$ cat config.mk
export PLATFORM = sky130hd
export DESIGN_NAME = bsm_exec
export DESIGN_NICKNAME = d
export VERILOG_FILES = /design/src/design/bsm_pkg.sv /design/src/design/bsm_exec.sv
export SDC_FILE = /design/constraint.sdc
export NUM_CORES = 1
export LEC_CHECK = 0
export BUFFER_PORTS_ARGS = -buffer_cell sky130_fd_sc_hd__buf_2
export CORE_AREA = 2 2 131 69
export DETAILED_ROUTE_END_ITERATION = 10
export DIE_AREA = 0 0 133 71
export PLACE_DENSITY = 0.7
export REMOVE_ABC_BUFFERS = 1
export SLEW_MARGIN = 0
export SYNTH_ARGS = -nofsm -noshare
export SYNTH_HDL_FRONTEND = slang
export SYNTH_SLANG_ARGS = --single-unit
$ cat constraint.sdc
create_clock -name vclk -period 10.15
set_clock_uncertainty 0.1 [all_clocks]
set_input_delay 0 -clock vclk [all_inputs]
set_output_delay 0 -clock vclk [all_outputs]
set_load 0.01 [all_outputs]
$ cat src/design/bsm_pkg.sv
// ---------------------------------------------------------------------------
// bsm_pkg - shared types and constants of the byte stack machine executor
// Sizes, opcode and fault codes, and the record types between the units.
// ---------------------------------------------------------------------------
package bsm_pkg;

    // machine sizes
    localparam int STACK_DEPTH   = 1024;
    localparam int REG_COUNT     = 8;
    localparam int PROGRAM_WORDS = 2048;

    // derived widths
    localparam int STACK_AW = $clog2(STACK_DEPTH);
    localparam int DEPTH_W  = $clog2(STACK_DEPTH + 1);
    localparam int REG_AW   = (REG_COUNT > 1) ? $clog2(REG_COUNT) : 1;

    // field widths
    localparam int ADDR_W = 12;
    localparam int WORD_W = 8;
    localparam int ERR_W  = 3;

    // instruction word layout
    localparam int CONST_BIT = 7;

    // opcodes
    localparam logic [6:0] OP_NOP  = 7'd0;
    localparam logic [6:0] OP_POP  = 7'd1;
    localparam logic [6:0] OP_ADD  = 7'd2;
    localparam logic [6:0] OP_SUB  = 7'd3;
    localparam logic [6:0] OP_LDR  = 7'd4;
    localparam logic [6:0] OP_WTR  = 7'd5;
    localparam logic [6:0] OP_JMP  = 7'd6;
    localparam logic [6:0] OP_OUT  = 7'd7;
    localparam logic [6:0] OP_LAST = OP_OUT;

    // fault codes
    typedef enum logic [ERR_W-1:0] {
        ERR_OK     = 3'd0,
        ERR_OPCODE = 3'd1,
        ERR_UNDER  = 3'd2,
        ERR_OVER   = 3'd3,
        ERR_REG    = 3'd4
    } t_err;

    // state changes decided for one instruction
    typedef struct packed {
        logic                stk_we;
        logic [STACK_AW-1:0] stk_waddr;
        logic [WORD_W-1:0]   stk_wdata;
        logic [DEPTH_W-1:0]  depth;
        logic                reg_we;
        logic [REG_AW-1:0]   reg_idx;
        logic [WORD_W-1:0]   reg_wdata;
        logic [ADDR_W-1:0]   ip;
        logic                stop_set;
        t_err                err;
    } t_upd;

    // result of one request
    typedef struct packed {
        logic [ADDR_W-1:0] next_address;
        logic              finished;
        logic              char_valid;
        logic [WORD_W-1:0] char_value;
        logic [ERR_W-1:0]  error_code;
    } t_result;

    // operands an opcode needs on the stack
    function automatic logic [1:0] min_operands(input logic [6:0] op);
        logic [1:0] n;
        case (op)
            OP_NOP:  n = 2'd0;
            OP_POP:  n = 2'd1;
            OP_ADD:  n = 2'd2;
            OP_SUB:  n = 2'd2;
            OP_LDR:  n = 2'd1;
            OP_WTR:  n = 2'd2;
            OP_JMP:  n = 2'd2;
            OP_OUT:  n = 2'd1;
            default: n = 2'd0;
        endcase
        return n;
    endfunction

endpackage

$ cat src/design/bsm_exec.sv
// ---------------------------------------------------------------------------
// bsm_exec - instruction execute unit
// Decodes one word, checks faults and works out the state changes and result.
// ---------------------------------------------------------------------------
module bsm_exec
    import bsm_pkg::*;
(
    input  logic [WORD_W-1:0]  i_word,
    input  logic [DEPTH_W-1:0] i_depth,
    input  logic [ADDR_W-1:0]  i_ip,
    input  logic [ADDR_W-1:0]  i_plen,
    input  logic               i_stopped,
    input  t_err               i_err_latched,
    input  logic [WORD_W-1:0]  i_tos,
    input  logic [WORD_W-1:0]  i_nos,
    input  logic [WORD_W-1:0]  i_reg_rdata,
    output t_upd               o_upd,
    output t_result            o_res
);

    localparam logic [DEPTH_W-1:0] DEPTH_FULL = DEPTH_W'(STACK_DEPTH);
    localparam logic [8:0]         REG_LIMIT  = 9'(REG_COUNT);

    logic [DEPTH_W-1:0] depth_m1;
    logic [DEPTH_W-1:0] depth_m2;
    logic [6:0]         op;
    logic               active;
    logic               reg_bad;
    logic               ch_valid;
    logic [WORD_W-1:0]  ch_value;
    t_upd               upd;

    assign depth_m1 = i_depth - DEPTH_W'(1);
    assign depth_m2 = i_depth - DEPTH_W'(2);
    assign op       = i_word[6:0];
    assign active   = !i_stopped && (i_ip < i_plen);
    assign reg_bad  = {1'b0, i_tos} >= REG_LIMIT;

    // decode and execute
    always_comb begin
        upd.stk_we    = 1'b0;
        upd.stk_waddr = i_depth[STACK_AW-1:0];
        upd.stk_wdata = '0;
        upd.depth     = i_depth;
        upd.reg_we    = 1'b0;
        upd.reg_idx   = i_tos[REG_AW-1:0];
        upd.reg_wdata = i_nos;
        upd.ip        = i_ip + ADDR_W'(1);
        upd.stop_set  = 1'b0;
        upd.err       = ERR_OK;
        ch_valid      = 1'b0;
        ch_value      = '0;

        if (i_word[CONST_BIT]) begin
            // push constant
            if (i_depth >= DEPTH_FULL) begin
                upd.err = ERR_OVER;
            end else begin
                upd.stk_we    = 1'b1;
                upd.stk_wdata = {1'b0, i_word[6:0]};
                upd.depth     = i_depth + DEPTH_W'(1);
            end
        end else if (op > OP_LAST) begin
            upd.err = ERR_OPCODE;
        end else if (i_depth < {{(DEPTH_W-2){1'b0}}, min_operands(op)}) begin
            upd.err = ERR_UNDER;
        end else begin
            case (op)
                OP_NOP: begin
                end
                OP_POP: begin
                    upd.depth = depth_m1;
                end
                OP_ADD: begin
                    upd.stk_we    = 1'b1;
                    upd.stk_waddr = depth_m2[STACK_AW-1:0];
                    upd.stk_wdata = i_nos + i_tos;
                    upd.depth     = depth_m1;
                end
                OP_SUB: begin
                    upd.stk_we    = 1'b1;
                    upd.stk_waddr = depth_m2[STACK_AW-1:0];
                    upd.stk_wdata = i_nos - i_tos;
                    upd.depth     = depth_m1;
                end
                OP_LDR: begin
                    if (reg_bad) begin
                        upd.err = ERR_REG;
                    end else begin
                        upd.stk_we    = 1'b1;
                        upd.stk_waddr = depth_m1[STACK_AW-1:0];
                        upd.stk_wdata = i_reg_rdata;
                    end
                end
                OP_WTR: begin
                    if (reg_bad) begin
                        upd.err = ERR_REG;
                    end else begin
                        upd.reg_we = 1'b1;
                        upd.depth  = depth_m2;
                    end
                end
                OP_JMP: begin
                    if (i_nos == '0) begin
                        upd.ip = ADDR_W'(i_tos);
                    end
                    upd.depth = depth_m2;
                end
                default: begin
                    // character output
                    ch_valid  = 1'b1;
                    ch_value  = i_tos;
                    upd.depth = depth_m1;
                end
            endcase
        end

        // fault or ignored word leaves stack, registers, depth and ip as they were
        if (!active || upd.err != ERR_OK) begin
            upd.stk_we = 1'b0;
            upd.reg_we = 1'b0;
            upd.depth  = i_depth;
            upd.ip     = i_ip;
            ch_valid   = 1'b0;
            ch_value   = '0;
        end
        if (!active) begin
            upd.err = ERR_OK;
        end
        upd.stop_set = (upd.err != ERR_OK);
    end

    // result fields
    always_comb begin
        o_res.next_address = upd.ip;
        o_res.finished     = (upd.ip >= i_plen);
        o_res.char_valid   = ch_valid;
        o_res.char_value   = ch_value;
        if (upd.stop_set) begin
            o_res.error_code = upd.err;
        end else if (i_stopped) begin
            o_res.error_code = i_err_latched;
        end else begin
            o_res.error_code = ERR_OK;
        end
    end

    assign o_upd = upd;

endmodule

==> run metrics <==
fillcell total=896; commonest cells after routing, fill and taps aside=buf_2, nand2_1, o21ai_0, ha_1, nor2_1; Starting Density=39.87%; 1st-iter DRT viols=487; hold endpoint=o_upd[19]; Die Span Y=71 µm; PD cells=38.09 nW/µm²; vias=4413; Slew Limit Fails=0; post-CTS sizing=0; first-pass GRT wire length=20.58 mm; final net count=741; Seq cells=0; Worst Hold Class=in2out; Mapped Avg Cell Area=6.538 µm²; Setup-failing EPs final=0; fin crit share=45.70%; number of I/O pins=154; Pleak=1.871 nW; Final Hold Vio Count=0; vias per cell=5.955; crit path kind=in2out; vias in the first global route=4008; setup TNS=0 ns; critical path startpoint category=primary input; Worst Path Arrival=4.54 ns; Syn Inst Count=511; Hold Path Origin=i_nos[3]; postcts setup bufs=0; sequential area share after synthesis=0%; total area of sequential cells=0 µm²; Port Buf Inserts=154; largest net degree at the start of global routing=27; core area=8378 µm²; Slew @ Worst Pin=1.038 ns; Core Rows=24; Max Cap Viol=0; kind of end point of the critical path=output port; WL per Instance=17.70 µm; Mapped Area=3341 µm²; share of cells above drive strength 1=27.56%; outcome=complete, no violations; hold buffer count at cts=0; Max VDD drop=0.00002493 V; synth-to-layout area growth=19.74%; die span in x=133 µm; DRT Wirelength=13.12 mm; Antenna Nets Post-Route=0; Tmin final=4.639 ns; CP max FO=26; initial antenna violation count=0; f_max=215.6 MHz; grt ovf=0; Cell variety after synth=66; clock buffer count=0; commonest non-fill, non-tap cell in the layout=buf_2; HPWL after detailed placement=10.80 mm; post-layout util=47.74%; Worst Path Required=10.05 ns; max_slew headroom=30.56%; Worst Hold Depth=2; Die ar.=9443 µm²; ANT cells=0; hold_ws=0.1196 ns; # DRC=0; GRT Overall Usage=26.55%; routability cong.=0.9746; RSZ-0062 raised after global routing=no; yosys warns=0; Pre-antenna DRT Iters=5
==> critical path: stages <==
cell       delay, ns
buf_2           0.13
nor4_4          0.58
o21ai_0         0.22
ha_1            0.34
o31ai_1         0.17
a211o_2         0.46
nor3_4          0.71
a21oi_1         0.15
o21ai_0         0.38
ha_1            0.33
a2111oi_0       0.33
o21ai_0         0.17
a221oi_1        0.27
o21ai_0         0.13
buf_2           0.15
==> synthesized netlist by cell type (6+ instances only) <==
cell type | instances | area [µm²]
inv_1 | 31 | 116.4
o21ai_0 | 44 | 220.2
nor4_1 | 10 | 62.56
and3_1 | 6 | 37.54
nand3_1 | 10 | 50.05
o21a_1 | 10 | 75.07
nand2_1 | 57 | 214.0
xor2_1 | 7 | 61.31
clkbuf_1 | 9 | 33.78
xnor2_1 | 11 | 96.34
nor3_1 | 17 | 85.08
and2_1 | 15 | 93.84
nor2_1 | 40 | 150.1
nor2b_1 | 7 | 43.79
a21oi_1 | 37 | 185.2
a21o_1 | 8 | 60.06
a31oi_1 | 6 | 37.54
a211oi_1 | 6 | 45.04
buf_4 | 25 | 187.7
o22ai_1 | 7 | 43.79
ha_1 | 43 | 538.0
buf_2 | 8 | 40.04
o221ai_1 | 7 | 61.31
o211ai_1 | 8 | 60.06
==> layer usage <==
layer  track usage, %  vias to the layer above  part of all wire [%]
li1                 -                     2102                     -
met1            41.96                     2015                    50
met2            39.03                      283                    39
met3            3.154                       13                    10
met4            2.867                        0                  0.82
met5                0                        -                     0
==> power breakdown <==
part / switching (mW) / internal (mW) / total (mW) / leakage [nW]
logic: 0.0918 / 0.0605 / 0.152 / 1.87
registers: 0 / 0 / 0 / 0
clock network: 0 / 0 / 0 / 0
==> through the flow <==
step	instances	total power [mW]	instance area, µm²	setup WS, ns
after floorplan	468	0.08219	3068	6.007
after global placement	741	0.1461	4000	5.668
after detailed placement	741	0.1488	4000	5.535
after CTS	741	0.1500	4000	5.544
after global routing	741	0.1681	4000	5.068
final	741	0.1524	4000	5.511
==> final cells by class <==
type                            count  area (µm²)  share of cell area, %
Inverter                           32       120.1                  3.003
Timing Repair Buffer              156       785.8                  19.64
Tap cell                          117       146.4                  3.660
Multi-Input combinational cell    436        2948                  73.69
==> worst max path at each step <==
stage,start,endpoint,slack (ns),cells after the start
final,i_word[6],o_res[12],5.51,15
after global routing,i_word[6],o_res[12],5.07,15
after CTS,i_word[6],o_res[12],5.54,15
after detailed placement,i_word[6],o_res[12],5.54,15
after global placement,i_word[6],o_res[12],5.67,19
after floorplan,i_word[6],o_res[12],6.01,15
==> cells by family after synthesis <==
logic type | synth area share, %
and+or+nand+nor | 29.63
AOI/OAI and AO/OA | 35.99
buffers and inverters | 11.76
adders and majority gates | 16.70
xor gates and xnor gates | 4.719
muxes | 1.199
No activity file was read; power rests on OpenSTA's default activity.
