[config.mk]
export PLATFORM = sky130hd
export DESIGN_NAME = bsm_regfile
export DESIGN_NICKNAME = d
export VERILOG_FILES = /design/src/design/bsm_pkg.sv /design/src/design/bsm_regfile.sv
export SDC_FILE = /design/constraint.sdc
export NUM_CORES = 1
export LEC_CHECK = 0
export BUFFER_PORTS_ARGS = -buffer_cell sky130_fd_sc_hd__buf_2
export CAP_MARGIN = 20
export CORE_UTILIZATION = 50
export CTS_BUF_LIST = sky130_fd_sc_hd__clkbuf_2 sky130_fd_sc_hd__clkbuf_4 sky130_fd_sc_hd__clkbuf_8
export DETAILED_ROUTE_END_ITERATION = 16
export PLACE_DENSITY = 0.69
export SLEW_MARGIN = 20
export SYNTH_ARGS = -nofsm -noshare
export SYNTH_HDL_FRONTEND = slang
export SYNTH_SLANG_ARGS = --single-unit
[constraint.sdc]
create_clock -name i_clk -period 2.95 [get_ports i_clk]
set_clock_uncertainty 0.2 [all_clocks]
set_input_delay 0.59 -clock i_clk [delete_from_list [all_inputs] [get_ports i_clk]]
set_output_delay 0.59 -clock i_clk [all_outputs]
set_load 0.05 [all_outputs]
[src/design/bsm_pkg.sv]
// ---------------------------------------------------------------------------
// bsm_pkg - shared types and constants of the byte stack machine executor
// Sizes, opcode and fault codes, and the record types between the units.
// ---------------------------------------------------------------------------
package bsm_pkg;

    // machine sizes
    localparam int STACK_DEPTH   = 1024;
    localparam int REG_COUNT     = 8;
    localparam int PROGRAM_WORDS = 2048;

    // derived widths
    localparam int STACK_AW = $clog2(STACK_DEPTH);
    localparam int DEPTH_W  = $clog2(STACK_DEPTH + 1);
    localparam int REG_AW   = (REG_COUNT > 1) ? $clog2(REG_COUNT) : 1;

    // field widths
    localparam int ADDR_W = 12;
    localparam int WORD_W = 8;
    localparam int ERR_W  = 3;

    // instruction word layout
    localparam int CONST_BIT = 7;

    // opcodes
    localparam logic [6:0] OP_NOP  = 7'd0;
    localparam logic [6:0] OP_POP  = 7'd1;
    localparam logic [6:0] OP_ADD  = 7'd2;
    localparam logic [6:0] OP_SUB  = 7'd3;
    localparam logic [6:0] OP_LDR  = 7'd4;
    localparam logic [6:0] OP_WTR  = 7'd5;
    localparam logic [6:0] OP_JMP  = 7'd6;
    localparam logic [6:0] OP_OUT  = 7'd7;
    localparam logic [6:0] OP_LAST = OP_OUT;

    // fault codes
    typedef enum logic [ERR_W-1:0] {
        ERR_OK     = 3'd0,
        ERR_OPCODE = 3'd1,
        ERR_UNDER  = 3'd2,
        ERR_OVER   = 3'd3,
        ERR_REG    = 3'd4
    } t_err;

    // state changes decided for one instruction
    typedef struct packed {
        logic                stk_we;
        logic [STACK_AW-1:0] stk_waddr;
        logic [WORD_W-1:0]   stk_wdata;
        logic [DEPTH_W-1:0]  depth;
        logic                reg_we;
        logic [REG_AW-1:0]   reg_idx;
        logic [WORD_W-1:0]   reg_wdata;
        logic [ADDR_W-1:0]   ip;
        logic                stop_set;
        t_err                err;
    } t_upd;

    // result of one request
    typedef struct packed {
        logic [ADDR_W-1:0] next_address;
        logic              finished;
        logic              char_valid;
        logic [WORD_W-1:0] char_value;
        logic [ERR_W-1:0]  error_code;
    } t_result;

    // operands an opcode needs on the stack
    function automatic logic [1:0] min_operands(input logic [6:0] op);
        logic [1:0] n;
        case (op)
            OP_NOP:  n = 2'd0;
            OP_POP:  n = 2'd1;
            OP_ADD:  n = 2'd2;
            OP_SUB:  n = 2'd2;
            OP_LDR:  n = 2'd1;
            OP_WTR:  n = 2'd2;
            OP_JMP:  n = 2'd2;
            OP_OUT:  n = 2'd1;
            default: n = 2'd0;
        endcase
        return n;
    endfunction

endpackage

[src/design/bsm_regfile.sv]
// ---------------------------------------------------------------------------
// bsm_regfile - general register file
// Cleared by reset, one write port and one read port.
// ---------------------------------------------------------------------------
module bsm_regfile
    import bsm_pkg::*;
(
    input  logic              i_clk,
    input  logic              i_rst_n,
    input  logic              i_we,
    input  logic [REG_AW-1:0] i_widx,
    input  logic [WORD_W-1:0] i_wdata,
    input  logic [REG_AW-1:0] i_ridx,
    output logic [WORD_W-1:0] o_rdata
);

    logic [WORD_W-1:0] r_regs [REG_COUNT];

    // register update
    always_ff @(posedge i_clk) begin
        if (!i_rst_n) begin
            for (int k = 0; k < REG_COUNT; k++) begin
                r_regs[k] <= '0;
            end
        end else if (i_we) begin
            r_regs[i_widx] <= i_wdata;
        end
    end

    // read, index range checked by the caller
    assign o_rdata = r_regs[i_ridx];

endmodule

==> summary.txt, run 1 <==
Route
  – Detail Route Antenna Nets: 0
  – Post-route DRC: 0
  – Vias: 1,844
  – Number of DRC markers in iteration 0: 140
  – Mean routed wirelength per cell: 20.4 um
  – Detailed Route WL: between 6000 and 7000 um
  – Number of optimization iterations in the first detailed-route pass: 4
  – Routed vias/inst: 6.13

Placed design
  – Final weighted congestion in routability-driven placement: 0.781
  – Number of I/O port buffers: 24
  – Pre-CTS setup slack: around 200 ps
  – Post-detailed-placement half-perimeter wirelength: approximately 4200 um

Setup path
  – Required time at the worst-slack endpoint: 2160 ps
  – Class of the most critical setup path: input pin to primary output
  – Arrival time of data at the critical path endpoint: 1960 ps
  – Type of destination of the critical path: primary output
  – Startpoint type of the worst setup path: input pin
  – Source of the critical timing path: i_ridx[0]
  – Critical Path Sink: o_rdata[0]
  – Maximum fanout encountered on the critical timing path: 16

Finish
  – Registers with the most flip-flops: r_regs (64)
  – Leading cell type in the layout, fill and taps excluded: sky130_fd_sc_hd__edfxtp_1
  – Number of nets at the end of the flow: 241
  – Commonest cells after routing, fill and taps aside: 64 x sky130_fd_sc_hd__edfxtp_1, 48 x sky130_fd_sc_hd__nor3_1, 24 x sky130_fd_sc_hd__buf_2
  – Final core occ: 61.6%
  – Max reg flops: 64
  – Signed area change from the synthesized netlist to the final layout: 16.0%
  – Inserted Diodes: 0
  – Largest Register: r_regs
  – Fraction of final layout cells with drive strength greater than 1: 28.4%
  – Multi-input logic area: around 920 um2
  – Layout fillers: around 420
  – Sequential standard cell area: 1920 um2

Clocking
  – Maximum level of the CTS H-tree: 3
  – Number of setup buffers added after CTS: 0
  – Buffers from clock root to sink, at most: 2
  – Resize count post-CTS: 0
  – Clock edge transition at the registers on the reported setup and hold paths: about 70 ps
  – CTS tree: done
  – Number of clock buffers inserted by TritonCTS: 9
  – Clk sink count: 64
  – Hold Buf Count CTS: 0
  – Clock root cell: sky130_fd_sc_hd__clkbuf_8

Global routing
  – GRT overflow: 0
  – Number of antenna violations at the first check in global routing: 0
  – Combined global-route utilization of all metal layers: approximately 22%
  – Pin count of the biggest net entering global routing: 22
  – First-pass GRT wire length: 9900 um
  – Via count of the first global-routing pass: 1,965

Die
  – Placement row count: 27
  – Die outline height: 79.2 um
  – Total I/O pin count: 25
  – Area inside the core boundary: 5610 um2
  – Chip width: 79.2 um
  – Total Die Area: 6270 um2
  – Initial Utilization: 53.1%

Min path
  – Worst hold path class: input pin to flop

STA
  – Worst-margin pin slew: 481 ps
  – Final Hold Viols: 0
  – Relative slew margins: between 60% and 70%
  – Smallest setup slack after layout: 201 ps
  – Final worst path period need: roughly 2700 ps
  – Setup repair after global routing missed its margin: false
  – Max-slew violation total from the final report: 0
  – Share of the clock period used by the worst path: 93.2%
  – Max Clk Rate: 364 MHz
  – Setup_tns: 0 ps
  – Count of final setup violators: 0

Synth
  – Register area share after synthesis: 64.5%
  – Multiplexer share of the synthesized area: 17.0%
  – Area share of fa/ha/maj cells after synthesis: 0%
  – Fraction of the mapped netlist area in simple logic gates: 12.4%
  – Post-synthesis cell type count: 18
  – Post-Syn Nets: 211
  – Main combinational cell family by area after synthesis: multiplexers
  – Xor and xnor fraction of the mapped netlist area: 0%
  – Yosys synthesis warning count: 0
  – Post-synthesis cell count: about 190
  – Post-synthesis compound-gate area fraction: 1.51%
  – Cell area after synthesis: 2980 um2
  – Number of storage elements in the synthesis netlist: 64
  – Post-Syn Area per Cell: around 15 um2

Power
  – Worst-case vdd ir drop: 0.000454 V
  – LEAKAGE: roughly 0.0012 uW
  – Total power divided by cell area: 644 nW/um2

Job
  – Total of max-cap violations: 0

Outcome
  – Outcome: finished clean
worst min path at each step:
stage | from | to | slack, ps | cells after the start
2_1_floorplan | i_wdata[7] | r_regs[2][7] | 770 | 2
3_3_place_gp | i_rst_n | r_regs[1][7] | 820 | 2
3_5_place_dp | i_rst_n | r_regs[0][3] | 850 | 2
4_1_cts | i_rst_n | r_regs[1][3] | 500 | 2
5_1_grt | i_rst_n | r_regs[1][3] | 530 | 2
6_report | i_widx[0] | r_regs[1][0] | 500 | 3
routing by layer:
metal | up-vias | routed length [um] | track usage, %
met5 | - | 0 | 0
met4 | 0 | 77 | 12.0
met3 | 7 | 365 | 3.45
met2 | 63 | 3200 | 37.0
met1 | 925 | 2500 | 27.8
li1 | 849 | - | -
worst max-delay path, cell delays in order:
cell and delay, ps:
sky130_fd_sc_hd__buf_2 100, sky130_fd_sc_hd__buf_12 160, sky130_fd_sc_hd__mux4_1 580, sky130_fd_sc_hd__mux2_2 300, sky130_fd_sc_hd__buf_2 210
report_power, final:
group / leakage, uW / internal (uW) / total [uW] / switching, uW
Sequential: 0.000613 / 1060 / 1070 / 15.5
Clock: 0.000120 / 568 / 902 / 334
Combinational: 0.000458 / 88.4 / 251 / 163
metrics by stage:
stage / area [um2] / total power [uW] / hold WS (ps) / std cells
2_1_floorplan: 2980 / 1270 / 768 / 194
3_3_place_gp: 3220 / 1330 / 817 / 285
3_5_place_dp: 3220 / 1340 / 848 / 285
4_1_cts: 3450 / 2230 / 495 / 301
5_1_grt: 3450 / 2280 / 534 / 301
6_report: 3450 / 2230 / 505 / 301
cells in the mapped netlist:
master / number / area share (%)
sky130_fd_sc_hd__nand3b_1: 1 / 0.25
sky130_fd_sc_hd__nand2b_1: 2 / 0.42
sky130_fd_sc_hd__o31ai_1: 2 / 0.50
sky130_fd_sc_hd__mux4_2: 1 / 0.76
sky130_fd_sc_hd__buf_2: 2 / 0.34
sky130_fd_sc_hd__buf_6: 1 / 0.38
sky130_fd_sc_hd__o21ai_0: 6 / 1.0
sky130_fd_sc_hd__inv_1: 8 / 1.0
sky130_fd_sc_hd__clkbuf_1: 13 / 1.6
sky130_fd_sc_hd__buf_12: 1 / 0.67
sky130_fd_sc_hd__nand2_1: 1 / 0.13
sky130_fd_sc_hd__mux2_2: 8 / 3.0
sky130_fd_sc_hd__buf_1: 4 / 0.50
sky130_fd_sc_hd__nor3_1: 48 / 8.1
sky130_fd_sc_hd__mux4_1: 15 / 13
sky130_fd_sc_hd__edfxtp_1: 64 / 65
sky130_fd_sc_hd__nand3_1: 1 / 0.17
sky130_fd_sc_hd__nor4_1: 16 / 3.4
logic make-up (layout without fill, tap and decap cells):
| family | Yosys count | count (layout) |
|---|---|---|
| AO/OA/AOI/OAI | 8 | 8 |
| buffers and inverters | 29 | 64 |
| flip-flops | 64 | 64 |
| multiplexers | 24 | 24 |
| AND/OR/NAND/NOR | 69 | 69 |
cell type report:
| type | count | area share (%) |
|---|---|---|
| Clock buffer | 10 | 3.80 |
| Timing Repair Buffer | 40 | 7.32 |
| Multi-Input combinational cell | 101 | 26.7 |
| Sequential cell | 64 | 55.6 |
| Clock inverter | 6 | 3.11 |
| Inverter | 8 | 0.869 |
| Tap cell | 72 | 2.61 |
Power figures use the tool's default switching activity.
==> run 2, diff against run 1 <==
--- a/config.mk
+++ b/config.mk
@@ -5,12 +5,11 @@
 export SDC_FILE = /design/constraint.sdc
 export NUM_CORES = 1
 export LEC_CHECK = 0
-export BUFFER_PORTS_ARGS = -buffer_cell sky130_fd_sc_hd__buf_2
 export CAP_MARGIN = 20
 export CORE_UTILIZATION = 50
 export CTS_BUF_LIST = sky130_fd_sc_hd__clkbuf_2 sky130_fd_sc_hd__clkbuf_4 sky130_fd_sc_hd__clkbuf_8
 export DETAILED_ROUTE_END_ITERATION = 16
-export PLACE_DENSITY = 0.69
+export DONT_BUFFER_PORTS = 1
 export SLEW_MARGIN = 20
 export SYNTH_ARGS = -nofsm -noshare
 export SYNTH_HDL_FRONTEND = slang
==> summary.txt, run 2 (same netlist as run 1, synthesis figures left out) <==
Power
  – Combinational fraction of design power: 11.2% (about the same)
  – Total power divided by cell area: 582 nW/um2 (-9.7%)
  – Total design power: 1910 uW (-14%)
  – Worst-case vdd ir drop: 0.000341 V (-25%)
  – Proportion of power drawn by the clock network: 32.6% (-7.9 points)
  – Sw frac: 23.2% (+0.16 points)
  – Switching power: 443 uW (-14%)
  – Internal power contribution: 1470 uW (-14%)
  – Part of the power in registers: 56.3% (+8.1 points)
  – LEAKAGE: 0.00108 uW (-9.4%)

Die
  – Total Die Area: 6270 um2 (unchanged)
  – Placement row count: 27 (unchanged)
  – Initial Utilization: 53.1% (unchanged)
  – Area inside the core boundary: 5610 um2 (unchanged)
  – Chip width: 79.2 um (unchanged)
  – Die outline height: 79.2 um (unchanged)
  – Total I/O pin count: 25 (unchanged)

Setup path
  – Type of destination of the critical path: primary output
  – Max stage delay cell, worst path: sky130_fd_sc_hd__mux4_1
  – Max stage delay on crit path: 540 ps (-40 ps)
  – Arrival time of data at the critical path endpoint: 1660 ps (-300 ps)
  – Startpoint type of the worst setup path: flop
  – Maximum fanout encountered on the critical timing path: 1 (-15)
  – Chain of cells forming the critical path: mux4_1 > mux2_2
  – Class of the most critical setup path: flop to primary output
  – Required time at the worst-slack endpoint: 2160 ps (about the same)

Finish
  – Leading cell type in the layout, fill and taps excluded: sky130_fd_sc_hd__edfxtp_1
  – Registers with the most flip-flops: r_regs (64)
  – Layout fillers: 467 (+11%)
  – Commonest cells after routing, fill and taps aside: 64 x sky130_fd_sc_hd__edfxtp_1, 48 x sky130_fd_sc_hd__nor3_1, 18 x sky130_fd_sc_hd__buf_4
  – Count of non-filler cells in the finished layout: 279 (-7.3%)
  – Signed area change from the synthesized netlist to the final layout: 10.1%
  – Largest Register: r_regs
  – Max reg flops: 64 (unchanged)
  – Multi-input logic area: 921 um2 (unchanged)
  – Inserted Diodes: 0 (unchanged)
  – Sequential standard cell area: 1920 um2 (unchanged)
  – Fraction of final layout cells with drive strength greater than 1: 19.8% (-8.6 points)
  – Number of nets at the end of the flow: 220 (-8.7%)
  – Final core occ: 58.5% (-3.1 points)

Route
  – Mean routed wirelength per cell: 21.7 um (+6.5%)
  – Post-route DRC: 0 (unchanged)
  – Detailed Route WL: 6070 um (-1.3%)
  – Vias: 1,764 (-4.3%)
  – Number of optimization iterations in the first detailed-route pass: 4 (unchanged)
  – Number of DRC markers in iteration 0: 138 (-1.4%)
  – Detail Route Antenna Nets: 0 (unchanged)
  – Routed vias/inst: 6.32 (+3.2%)

Global routing
  – GR Layer Usage met1: 26.6% (-1.1 points)
  – Via count of the first global-routing pass: 1,736 (-12%)
  – GRT overflow: 0 (unchanged)
  – Met3 Use GR: 4.83% (+1.4 points)
  – Number of antenna violations at the first check in global routing: 0 (unchanged)
  – Global Route met2 Usage: 36.3% (-0.69 points)
  – Pin count of the biggest net entering global routing: 30 (+36%)
  – First-pass GRT wire length: 9450 um (-4.5%)
  – Combined global-route utilization of all metal layers: 21.6% (-0.53 points)
  – Most utilized layer in the global route result: met2

STA
  – Count of final setup violators: 0 (unchanged)
  – Max Clk Rate: 407 MHz (+12%)
  – Final worst path period need: 2450 ps (-294 ps)
  – Share of the clock period used by the worst path: 83.2% (-10 points)
  – Worst-margin pin slew: 675 ps (+194 ps)
  – Setup_tns: 0 ps (unchanged)
  – Relative slew margins: 55.0% (-13 points)
  – Final Hold Viols: 0 (unchanged)
  – Max-slew violation total from the final report: 0 (unchanged)
  – Setup repair after global routing missed its margin: false

Clocking
  – Number of clock buffers inserted by TritonCTS: 9 (unchanged)
  – Buffers from clock root to sink, at most: 2 (unchanged)
  – Resize count post-CTS: 0 (unchanged)
  – Clock root cell: sky130_fd_sc_hd__clkbuf_8
  – Maximum level of the CTS H-tree: 3 (unchanged)
  – Hold Buf Count CTS: 0 (unchanged)
  – Number of setup buffers added after CTS: 0 (unchanged)
  – CTS tree: done
  – Clk sink count: 64 (unchanged)
  – Clock edge transition at the registers on the reported setup and hold paths: 60 ps (about the same)

Placed design
  – Post-detailed-placement half-perimeter wirelength: 4180 um (-1.0%)
  – Final weighted congestion in routability-driven placement: 0.766 (-2.0%)
  – Cells after DPL: 264 (-7.4%)
  – Number of I/O port buffers: 0 (-100%)

Min path
  – Worst hold path class: input pin to flop

Job
  – Total of max-cap violations: 0 (unchanged)

Outcome
  – Outcome: finished clean
[run 2: cell count changes in the layout (fill, tap and decap cells not counted), sizes merged]
cell | previous run | this run
clkbuf | 10 | 13
clkinvlp | 1 | 0
buf | 40 | 19
bufinv | 3 | 0
[run 2: worst paths after layout]
path          from  cells past startpoint      endpoint  slack (ps)
max   r_regs[3][7]                      2    o_rdata[7]         500
min      i_widx[2]                      1  r_regs[0][0]         260
[run 2: critical path, delay by kind of cell, from the launching register on]
family	cells	cell delay (ps)
muxes	2	960
DFF	1	370
[run 2: power groups by stage]
stage | Clock [uW] | Combinational (uW) | Sequential [uW]
floorplan | 0 | 183 | 1080
global placement | 0 | 210 | 1090
detailed placement | 0 | 214 | 1090
CTS | 629 | 215 | 1070
global route | 664 | 225 | 1080
finish | 622 | 213 | 1070
[run 2: cell type report]
cell class | instances | area share [%]
clock buffer | 13 | 4.69
inverter | 8 | 0.916
multi-input combinational | 101 | 28.1
timing repair buffer | 19 | 4.73
tap | 72 | 2.75
sequential | 64 | 58.6
clock inverter | 2 | 0.229
[run 2: per-stage QoR]
step	setup WS [ps]	hold WS, ps	instance area [um2]
floorplan	407	768	2980
finish	495	257	3280
global placement	591	590	3120
CTS	443	244	3280
global route	432	241	3280
detailed placement	571	594	3120
[run 2: metal layers]
layer	vias up	share of wire, %	routed length (um)
li1	809	-	-
met1	885	41	2480
met2	58	51	3110
met3	12	5.8	349
met4	0	2.2	134
met5	-	0	0
==> run 3, diff against run 2 <==
==> constraint.sdc (replaced) <==
create_clock -name i_clk -period 2.3 [get_ports i_clk]
set_clock_uncertainty 0.2 [all_clocks]
set_input_delay 0.46 -clock i_clk [delete_from_list [all_inputs] [get_ports i_clk]]
set_output_delay 0.46 -clock i_clk [all_outputs]
set_load 0.05 [all_outputs]
==> summary.txt, run 3 (same netlist as run 1, synthesis figures left out) <==
STA
  – Share of the clock period used by the worst path: between 90 and 100%
  – Final worst path period need: 2270 ps
  – Worst hold slack after final layout: 116 ps (-141 ps)
  – Worst-margin pin slew: 389 ps (-286 ps)
  – Count of final setup violators: 0 (unchanged)
  – Final Hold Viols: 0 (unchanged)
  – Max-slew violation total from the final report: 0 (unchanged)
  – Setup repair after global routing missed its margin: false
  – Setup_tns: 0 ps (unchanged)
  – Max Clk Rate: between 400 and 500 MHz
  – Relative slew margins: 74.0% (+19 points)

Setup path
  – Class of the most critical setup path: flop to primary output
  – Max stage delay cell, worst path: sky130_fd_sc_hd__mux4_1
  – Chain of cells forming the critical path: mux4_1 > mux2_2
  – Type of destination of the critical path: primary output
  – Startpoint type of the worst setup path: flop
  – Critical path buffers and inverters: 0 (unchanged)
  – Kind of cell adding the most delay to the critical path: multiplexers
  – Maximum fanout encountered on the critical timing path: 1 (unchanged)
  – Max stage delay on crit path: 500 ps (-40 ps)
  – Required time at the worst-slack endpoint: 1640 ps (-520 ps)
  – Arrival time of data at the critical path endpoint: 1610 ps (-50 ps)

Placed design
  – Area of placed instances: 3140 um2 (+0.56%)
  – Final weighted congestion in routability-driven placement: 0.754 (-1.6%)
  – Post-detailed-placement half-perimeter wirelength: 4130 um (-1.1%)
  – Number of I/O port buffers: 0 (unchanged)

Clocking
  – Clock root cell: sky130_fd_sc_hd__clkbuf_8
  – Number of clock buffers inserted by TritonCTS: 9 (unchanged)
  – CTS tree: done
  – Hold Buf Count CTS: 0 (unchanged)
  – Clk sink count: 64 (unchanged)
  – Number of setup buffers added after CTS: 0 (unchanged)
  – Clock edge transition at the registers on the reported setup and hold paths: 60 ps (about the same)
  – Maximum level of the CTS H-tree: 3 (unchanged)
  – Buffers from clock root to sink, at most: 2 (unchanged)

Min path
  – Worst hold path class: input pin to flop

Route
  – Number of DRC markers in iteration 0: 157 (+14%)
  – Detailed-routed wire length on met3: 330 um (-5.4%)
  – Detailed Route WL: 6030 um (-0.69%)
  – Vias: 1,778 (+0.79%)
  – Detail Route Antenna Nets: 0 (unchanged)
  – Highest Signal Layer: met4
  – Post-route DRC: 0 (unchanged)
  – Met2 WL post-DR: 3060 um (-1.4%)
  – Number of optimization iterations in the first detailed-route pass: 5 (+1)
  – Mean routed wirelength per cell: 21.2 um (-2.4%)
  – Routed vias/inst: 6.26 (-0.98%)
  – Met1 Wirelength: 2480 um (+0.16%)

Finish
  – Registers with the most flip-flops: r_regs (64)
  – Number of nets at the end of the flow: 224 (+1.8%)
  – Inserted Diodes: 0 (unchanged)
  – Signed area change from the synthesized netlist to the final layout: 12.9%
  – Largest Register: r_regs
  – Design Area, Final: 3360 um2 (+2.5%)
  – Max reg flops: 64 (unchanged)
  – Fraction of final layout cells with drive strength greater than 1: 22.6% (+2.8 points)
  – Leading cell type in the layout, fill and taps excluded: sky130_fd_sc_hd__edfxtp_1
  – Commonest cells after routing, fill and taps aside: 64 x sky130_fd_sc_hd__edfxtp_1, 48 x sky130_fd_sc_hd__nor3_1, 23 x sky130_fd_sc_hd__buf_4

Power
  – LEAKAGE: 0.00113 uW (+4.6%)
  – Total power divided by cell area: 799 nW/um2 (+37%)
  – Worst-case vdd ir drop: 0.000409 V (+20%)

Global routing
  – GRT overflow: 0 (unchanged)
  – Number of antenna violations at the first check in global routing: 0 (unchanged)
  – Combined global-route utilization of all metal layers: 21.1% (-0.52 points)
  – First-pass GRT wire length: 9030 um (-4.5%)
  – Pin count of the biggest net entering global routing: 22 (-27%)
  – Via count of the first global-routing pass: 1,717 (-1.1%)

Die
  – Chip width: 79.2 um (unchanged)
  – Total Die Area: 6270 um2 (unchanged)
  – Die outline height: 79.2 um (unchanged)
  – Placement row count: 27 (unchanged)
  – Initial Utilization: 53.1% (unchanged)
  – Area inside the core boundary: 5610 um2 (unchanged)
  – Total I/O pin count: 25 (unchanged)

Outcome
  – Outcome: finished clean

Job
  – Total of max-cap violations: 0 (unchanged)
## run 3: cell count changes in the layout (fill, tap and decap cells not counted), moves of 3 or more
cell,before,now
sky130_fd_sc_hd__mux2_2,8,1
sky130_fd_sc_hd__mux4_2,1,4
sky130_fd_sc_hd__mux2_4,0,7
sky130_fd_sc_hd__buf_4,18,23
sky130_fd_sc_hd__mux4_1,15,12
## run 3: timing repair
item | in CTS | in global routing
resized for setup | 7 | 3
cloned | 0 | 0
endpoints found under the setup margin | 6 | 3
## run 3: worst paths after layout
| path | startpoint | end | slack (ps) | depth (start not counted) |
|---|---|---|---|---|
| worst max-delay path | r_regs[3][5] | o_rdata[5] | 30 | 2 |
| worst min-delay path | i_widx[2] | r_regs[0][2] | 120 | 1 |
## run 3: area by class of cell
type | count | area (um2)
Clock buffer | 11 | 139
Clock inverter | 5 | 71.3
Fill cell | 440 | 2250
Inverter | 8 | 30.0
Multi-Input combinational cell | 101 | 936
Sequential cell | 64 | 1920
Tap cell | 72 | 90.1
Timing Repair Buffer | 23 | 173
## run 3: metal layers
metal | GRT usage, % | up-vias
met4 | 12.0 | 0
met2 | 35.4 | 61
met3 | 4.83 | 16
li1 | - | 814
met1 | 24.9 | 887
met5 | 0 | -
## run 3: stage by stage
stage	setup WS [ps]	util, %	std cells	total power, uW
2_1_floorplan	17.2	-	194	1620
5_1_grt	4.72	59.9	284	2760
3_5_place_dp	176	55.9	268	1680
4_1_cts	2.99	60.0	284	2690
3_3_place_gp	184	55.9	268	1670
6_report	30.2	59.9	284	2680
## run 3: report_power, final
group          internal (uW)  leakage (uW)  switching, uW
clock                    624      0.000107            395
combinational            112      0.000409            178
sequential              1360      0.000613           19.9
total                   2090       0.00113            593
